### src/hw/rtl/srat_pkg.sv
// Shared types and constants for the section range address translator.
// Used by the controller, the datapath, the top level and the checker.
// No dependencies.
package srat_pkg;

  // Table geometry.
  localparam int MAX_SECTIONS = 16;
  localparam int IDX_W        = $clog2(MAX_SECTIONS);
  localparam int CNT_W        = 5;
  localparam int ADDR_W       = 32;
  localparam int HIT_W        = 4;

  // Item operation codes.
  localparam logic [1:0] OP_LOAD = 2'd0;
  localparam logic [1:0] OP_V2F  = 2'd1;
  localparam logic [1:0] OP_F2V  = 2'd2;

  // Address returned when no window holds the query address.
  localparam logic [ADDR_W-1:0] MISS_VALUE = '1;

  // Input item.
  typedef struct packed {
    logic [1:0]        opcode;
    logic [3:0]        entry_index;
    logic [ADDR_W-1:0] entry_virtual_start;
    logic [ADDR_W-1:0] entry_raw_start;
    logic [ADDR_W-1:0] entry_raw_size;
    logic [ADDR_W-1:0] query_address;
  } in_item_t;

  // Result item.
  typedef struct packed {
    logic [ADDR_W-1:0] translated_address;
    logic              found;
    logic [HIT_W-1:0]  hit_index;
  } out_item_t;

  // Commands from the controller to the datapath.
  typedef struct packed {
    logic load;
    logic start;
    logic step;
    logic emit;
  } dp_cmd_t;

  // Status from the datapath to the controller.
  typedef struct packed {
    logic scan_done;
  } dp_status_t;

endpackage

### src/hw/rtl/srat_datapath.sv
// Datapath of the section range address translator: section table, count
// register, scan with window compare, and the result register.
// Depends on srat_pkg.
module srat_datapath (
  input  logic                   clk,
  input  logic                   rst,
  input  srat_pkg::dp_cmd_t      cmd,
  output srat_pkg::dp_status_t   status,
  input  srat_pkg::in_item_t     in_data,
  input  logic                   cfg_valid,
  input  logic [srat_pkg::CNT_W-1:0] cfg_data,
  output srat_pkg::out_item_t    out_data
);

  localparam int ENTRY_W = 3 * srat_pkg::ADDR_W;
  localparam int AW      = srat_pkg::ADDR_W;

  // Section table: {virtual start, raw start, raw size} per entry.
  logic [ENTRY_W-1:0] table_mem [srat_pkg::MAX_SECTIONS];
  logic [ENTRY_W-1:0] rd_data;

  logic [srat_pkg::CNT_W-1:0] section_count;
  logic [srat_pkg::CNT_W-1:0] lim;
  logic [srat_pkg::CNT_W-1:0] rd_idx;
  logic [srat_pkg::IDX_W-1:0] rd_num;
  logic                       rd_valid;
  logic [1:0]                 q_op;
  logic [AW-1:0]              q_addr;
  logic                       hit;
  logic [srat_pkg::IDX_W-1:0] hit_num;
  logic [AW-1:0]              hit_addr;

  logic          issue;
  logic          slot_ok;
  logic [AW-1:0] e_virt, e_raw, e_size, win_from, win_to;
  logic [AW:0]   win_end;
  logic          match;
  logic [AW-1:0] xlat;

  // Table write for load beats; slots beyond the table are dropped.
  assign slot_ok = (32'(in_data.entry_index) < 32'(srat_pkg::MAX_SECTIONS));

  always_ff @(posedge clk) begin
    if (cmd.load && slot_ok) begin
      table_mem[in_data.entry_index[srat_pkg::IDX_W-1:0]] <=
        {in_data.entry_virtual_start, in_data.entry_raw_start, in_data.entry_raw_size};
    end
  end

  // Registered table read at the scan pointer.
  always_ff @(posedge clk) begin
    rd_data <= table_mem[rd_idx[srat_pkg::IDX_W-1:0]];
  end

  // Count register; user must write it only while idle: not enforced.
  always_ff @(posedge clk) begin
    if (rst) begin
      section_count <= '0;
    end else if (cfg_valid) begin
      section_count <= cfg_data;
    end
  end

  // A read is issued while entries remain and no hit has been found.
  assign issue = cmd.step && !hit && (rd_idx < lim);

  // Window test on the entry read last cycle; the end is one bit wider.
  assign e_virt   = rd_data[ENTRY_W-1 -: AW];
  assign e_raw    = rd_data[2*AW-1 -: AW];
  assign e_size   = rd_data[AW-1:0];
  assign win_from = (q_op == srat_pkg::OP_V2F) ? e_virt : e_raw;
  assign win_to   = (q_op == srat_pkg::OP_V2F) ? e_raw : e_virt;
  assign win_end  = {1'b0, win_from} + {1'b0, e_size};
  assign match    = (q_addr >= win_from) && ({1'b0, q_addr} < win_end);
  assign xlat     = q_addr - win_from + win_to;

  // Scan control and hit capture.
  always_ff @(posedge clk) begin
    if (rst) begin
      rd_valid <= 1'b0;
      hit      <= 1'b0;
      rd_idx   <= '0;
      lim      <= '0;
    end else if (cmd.start) begin
      rd_valid <= 1'b0;
      hit      <= 1'b0;
      rd_idx   <= '0;
      lim      <= (section_count > srat_pkg::CNT_W'(srat_pkg::MAX_SECTIONS)) ?
                  srat_pkg::CNT_W'(srat_pkg::MAX_SECTIONS) : section_count;
    end else begin
      rd_valid <= issue;
      if (issue) begin
        rd_idx <= rd_idx + 1'b1;
      end
      if (rd_valid && match && !hit) begin
        hit <= 1'b1;
      end
    end
  end

  // Query operands and the captured hit payload.
  always_ff @(posedge clk) begin
    if (cmd.start) begin
      q_op   <= in_data.opcode;
      q_addr <= in_data.query_address;
    end
    if (issue) begin
      rd_num <= rd_idx[srat_pkg::IDX_W-1:0];
    end
    if (rd_valid && match && !hit) begin
      hit_num  <= rd_num;
      hit_addr <= xlat;
    end
  end

  assign status.scan_done = hit || ((rd_idx >= lim) && !rd_valid);

  // Result register, loaded when the controller emits a beat.
  always_ff @(posedge clk) begin
    if (cmd.emit) begin
      if (hit) begin
        out_data.translated_address <= hit_addr;
        out_data.found              <= 1'b1;
        out_data.hit_index          <= srat_pkg::HIT_W'(hit_num);
      end else begin
        out_data.translated_address <= srat_pkg::MISS_VALUE;
        out_data.found              <= 1'b0;
        out_data.hit_index          <= '0;
      end
    end
  end

endmodule

### src/hw/rtl/srat_ctrl.sv
// Controller of the section range address translator: accepts beats,
// sequences the table scan and hands results to the output register.
// Depends on srat_pkg.
module srat_ctrl (
  input  logic                 clk,
  input  logic                 rst,
  input  logic                 in_valid,
  output logic                 in_ready,
  input  logic [1:0]           in_opcode,
  output logic                 out_valid,
  input  logic                 out_ready,
  output srat_pkg::dp_cmd_t    cmd,
  input  srat_pkg::dp_status_t status
);

  typedef enum logic [1:0] {
    S_IDLE,
    S_SCAN,
    S_RESULT
  } state_t;

  state_t state;
  logic   in_fire;
  logic   is_query;
  logic   slot_free;

  assign in_fire   = in_valid && in_ready;
  assign is_query  = (in_opcode == srat_pkg::OP_V2F) || (in_opcode == srat_pkg::OP_F2V);
  assign slot_free = !out_valid || out_ready;

  // Commands to the datapath.
  assign cmd.load  = in_fire && (in_opcode == srat_pkg::OP_LOAD);
  assign cmd.start = in_fire && is_query;
  assign cmd.step  = (state == S_SCAN);
  assign cmd.emit  = (state == S_RESULT) && slot_free;

  // State and the registered handshake outputs.
  always_ff @(posedge clk) begin
    if (rst) begin
      state     <= S_IDLE;
      in_ready  <= 1'b1;
      out_valid <= 1'b0;
    end else begin
      // A new result beat replaces one that is taken in the same cycle.
      if (cmd.emit) begin
        out_valid <= 1'b1;
      end else if (out_ready) begin
        out_valid <= 1'b0;
      end
      unique case (state)
        S_IDLE: begin
          if (in_fire && is_query) begin
            state    <= S_SCAN;
            in_ready <= 1'b0;
          end
        end
        S_SCAN: begin
          if (status.scan_done) begin
            state <= S_RESULT;
          end
        end
        S_RESULT: begin
          if (slot_free) begin
            state    <= S_IDLE;
            in_ready <= 1'b1;
          end
        end
        default: begin
          state    <= S_IDLE;
          in_ready <= 1'b1;
        end
      endcase
    end
  end

endmodule

### src/hw/rtl/section_range_address_translator.sv
// Top level of the section range address translator.
// Depends on srat_pkg, srat_ctrl and srat_datapath.
//
// A load beat writes one section entry and the next beat may follow at once. A
// query beat closes the input and searches entries 0 .. section_count-1 (at
// most sixteen) one per cycle through the section table's single read port.
// With no hit, the result beat follows the reads of the searched entries, the
// compare of the last entry, a step in which the controller sees the end of
// the scan and the load of the result register. A hit ends the scan early; a
// search of no entries gives a miss. The input reopens together with the
// result beat, so the next beat may be accepted while the result beat is
// shown. Beats carrying an unused opcode are taken and dropped. The result
// register lets the next beat be accepted while a result still waits; a query
// that finishes while the previous result is still stalled holds until it is
// taken. Write section_count only while no query is in progress.
module section_range_address_translator (
  input  logic                       clk,
  input  logic                       rst,
  input  logic                       in_valid,
  output logic                       in_ready,
  input  srat_pkg::in_item_t         in_data,
  output logic                       out_valid,
  input  logic                       out_ready,
  output srat_pkg::out_item_t        out_data,
  input  logic                       cfg_valid,
  output logic                       cfg_ready,
  input  logic [srat_pkg::CNT_W-1:0] cfg_data
);

  srat_pkg::dp_cmd_t    cmd;
  srat_pkg::dp_status_t status;

  // The count register takes a write in any cycle.
  assign cfg_ready = 1'b1;

  srat_ctrl u_ctrl (
    .clk       (clk),
    .rst       (rst),
    .in_valid  (in_valid),
    .in_ready  (in_ready),
    .in_opcode (in_data.opcode),
    .out_valid (out_valid),
    .out_ready (out_ready),
    .cmd       (cmd),
    .status    (status)
  );

  srat_datapath u_datapath (
    .clk       (clk),
    .rst       (rst),
    .cmd       (cmd),
    .status    (status),
    .in_data   (in_data),
    .cfg_valid (cfg_valid),
    .cfg_data  (cfg_data),
    .out_data  (out_data)
  );

endmodule

### config.mk
export PLATFORM = sky130hd
export DESIGN_NAME = section_range_address_translator
export DESIGN_NICKNAME = d
export VERILOG_FILES = /design/src/hw/rtl/srat_pkg.sv /design/src/hw/rtl/srat_datapath.sv /design/src/hw/rtl/srat_ctrl.sv /design/src/hw/rtl/section_range_address_translator.sv
export SDC_FILE = /design/constraint.sdc
export NUM_CORES = 2
export LEC_CHECK = 0
export BUFFER_PORTS_ARGS = -buffer_cell sky130_fd_sc_hd__buf_2
export CORE_AREA = 3 3 434 436
export CTS_BUF_LIST = sky130_fd_sc_hd__clkbuf_8
export CTS_CLUSTER_SIZE = 8
export DETAILED_ROUTE_END_ITERATION = 8
export DIE_AREA = 0 0 437 439
export PLACE_DENSITY_LB_ADDON = 0.12
export REMOVE_ABC_BUFFERS = 1
export SLEW_MARGIN = 20
export SYNTH_ARGS = -nofsm -noshare
export SYNTH_HDL_FRONTEND = slang
export SYNTH_HIERARCHICAL = 1
export SYNTH_SLANG_ARGS = --single-unit
### constraint.sdc
create_clock -name clk -period 16.99 [get_ports clk]
set_clock_uncertainty 0.05 [all_clocks]
set_input_delay 0.8495 -clock clk [delete_from_list [all_inputs] [get_ports clk]]
set_output_delay 0.8495 -clock clk [all_outputs]
set_load 0.05 [all_outputs]
==> impl_metrics.toml <==
[floorplan]
rows = 158
die_h_um = 439
core-area_um2 = 185000
ios = 184
fp.dieW_um = 437
die_area_um2 = 192000
initial_core_util_pct = 37.9

[worst_hold_path]
holdPathStages = 1
hold_path.class = "input port to register"

[synthesis]
seq_area_frac_synth_pct = 73.8
ys_async_sr_fraction_pct = 0
synth_cell_types = 70
ys_warn_count = 6
yosys.area_share.adder_pct = 3.28
mappedNetlistArea_um2 = 70200
synth-simple-area-share_pct = 2.03
synth_top_family_by_area = "multiplexers"
synth_mux_area_share_pct = 16.5
synth_ff_type = "edfxtp_1"
synth-xor-area-share_pct = 0.724
avgSynthCellArea_um2 = 21.1
ys_ff_latch = 1764
postSynthCellCount = 3320
synth-edff-count = 1647
synth_compound_area_share_pct = 2.21

[sta]
fin_crit_sh_pct = 40.9
min_period_ns = 6.95
setup_tns_ns = 0
fmax_mhz = 144
tightest_slew_ns = 0.996
relSlewSlack_pct = 33.6
worst_slack_ns = 10.04
drv_slew = 0
hold_viol_final = 0
finalSetupViolCount = 0
grt_setup_unrepaired = "false"

[worst_setup_path]
critPathKind = "register to register"
worstPathArrival_ns = 7.49
worstRegToRegCells = 21
worstPathRequired_ns = 17.54
start_kind = "register"
end_kind = "register"
worst-path-max-fanout = 50

[clock_tree]
post-cts-setup-buffers = 0
clock_path_buffers = 4
holdBufCountCts = 47
root_buffer = "clkbuf_8"
clk_pin_slew_ns = 0.06
clock-sinks = 1764
cts_resized = 0
cts_inserted_buffers = 316
tritoncts = "done"
clock_latency_ns = 1.04
htreeDepth = 5

[final_layout]
nets = 4121
fin_area_um2 = 80600
fill_cells = 16200
area_growth_pct = 14.8
final_common_cell = "edfxtp_1"
final_cell_mix = "edfxtp_1, mux4_2, clkbuf_8, inv_1, buf_2"
drive_above_1_share_pct = 29.6
fin_cells = 6526

[pwr]
power.total_mw = 8.77
leakagePower_nw = 26.4
vdd_drop_max_mv = 0.0740
p_per_area_nw_per_um2 = 109

[grt]
track_usage_pct = 19.1
grt_overflow_total = 0
grt_pass1_vias = 36000
grt_pass1_wl_um = 261000
grt_max_degree = 118
antenna_found_initial = 47

[placed_design]
dp.cells = 5927
place_area_um2 = 74400
io_buffers = 182
preCtsSetupSlack_ns = 10.11
gp_congestion = 0.862
dp_hpwl_um = 103000

[detailed_routing]
routed_wl_um = 182000
num_vias = 34200
drc_errors = 0
avgRoutedWirePerCell_um = 27.9
drtIter0Drc = 2821
via_per_inst = 5.24
antenna_left = 0
firstDrtPassIters = 5

[flow_run]
drv_cap = 0

[outcome]
status = "completed"
==> synth_stat cells, types with 22 or more instances <==
| cell type | instances | area share, % |
|---|---|---|
| a21oi_1 | 60 | 0.43 |
| nor2_1 | 82 | 0.44 |
| mux2i_1 | 38 | 0.54 |
| nand2b_1 | 49 | 0.44 |
| a21o_1 | 24 | 0.26 |
| buf_1 | 22 | 0.12 |
| xnor2_1 | 34 | 0.42 |
| dfxtp_1 | 117 | 3.3 |
| o21ai_0 | 43 | 0.31 |
| fa_1 | 32 | 0.91 |
| edfxtp_1 | 1647 | 70 |
| inv_1 | 148 | 0.79 |
| ha_1 | 133 | 2.4 |
| nand2_1 | 37 | 0.20 |
| clkbuf_1 | 83 | 0.44 |
| mux4_2 | 480 | 15 |
| xor2_1 | 24 | 0.30 |
| mux2_2 | 32 | 0.51 |
==> stage by stage <==
step	hold WS, ns	utilization, %
after floorplan	0.350	-
after global placement	0.351	40.2
after detailed placement	0.359	40.2
after CTS	0.00151	43.5
after global routing	0.0162	43.6
final	0.113	43.6
==> sequential cells by signal, summed over array words and instances (netlist names) <==
name,cells
u_ctrl/in_ready,1
u_datapath/q_op,2
u_datapath/hit,1
u_ctrl/state,2
u_datapath/hit_num,4
u_datapath/rd_valid,1
u_datapath/rd_num,4
u_datapath/hit_addr,32
u_ctrl/out_valid,1
u_datapath/out_data,37
u_datapath/rd_idx,5
u_datapath/rd_data,96
u_datapath/table_mem,1536
u_datapath/section_count,5
u_datapath/q_addr,32
u_datapath/lim,5
==> cell type report <==
| type | instances | area [um^2] | area share [%] |
|---|---|---|---|
| diodes | 10 | 25.0 | 0.0310 |
| clock buffers | 348 | 4790 | 5.94 |
| clock inverters | 194 | 886 | 1.10 |
| inverters | 148 | 556 | 0.689 |
| multi-input cells | 1281 | 17500 | 21.7 |
| flip-flops and latches | 1764 | 51800 | 64.3 |
| well taps | 2480 | 3100 | 3.85 |
| repair buffers | 301 | 1960 | 2.43 |
==> report_power, final <==
group          total (mW)  switching, mW  internal [mW]
Clock                3.59           1.68           1.91
Sequential           4.80         0.0146           4.78
Combinational       0.384          0.236          0.148
Total                8.77           1.93           6.84
==> worst max-delay path, cell delays in order (launching register included) <==
cell	delay, ns
edfxtp_1	0.41
nor2b_4	0.49
buf_4	0.68
mux2_2	0.45
ha_1	0.25
or4_1	0.58
o211ai_2	0.26
a31oi_1	0.17
or4_4	0.46
a31oi_4	0.24
o21ai_1	0.10
xnor2_1	0.17
ha_1	0.27
a21o_1	0.16
a21o_1	0.17
a211oi_1	0.23
o21ai_0	0.13
o211ai_1	0.14
o2111a_1	0.27
a311oi_1	0.10
nor3b_2	0.20
buf_4	0.43
==> routing by layer <==
layer	GRT usage, %	wire length, um	vias up
met2	30.2	87100	1029
met1	26.2	79300	18100
met3	4.53	11000	326
met5	0	109	-
li1	-	-	14700
met4	5.77	4820	16
==> logic make-up after synthesis <==
group	after synthesis
flops	1764
mux	550
simple gates	276
buf+inv	275
compound gates	231
fa+ha+maj	165
xor+xnor	58
other cells	1
==> path summary, 6_finish.rpt <==
path | start | endpoint | slack [ns]
setup reg to reg | u_datapath/q_op[1] | u_datapath/hit_addr[0] | 10.04
hold reg to reg | u_datapath/rd_num[1] | u_datapath/hit_num[1] | 0.37
setup / recovery | u_datapath/q_op[1] | u_datapath/hit_addr[0] | 10.04
hold / removal | in_data[133] | u_datapath/q_op[1] | 0.11
Power figures use the tool's default switching activity.
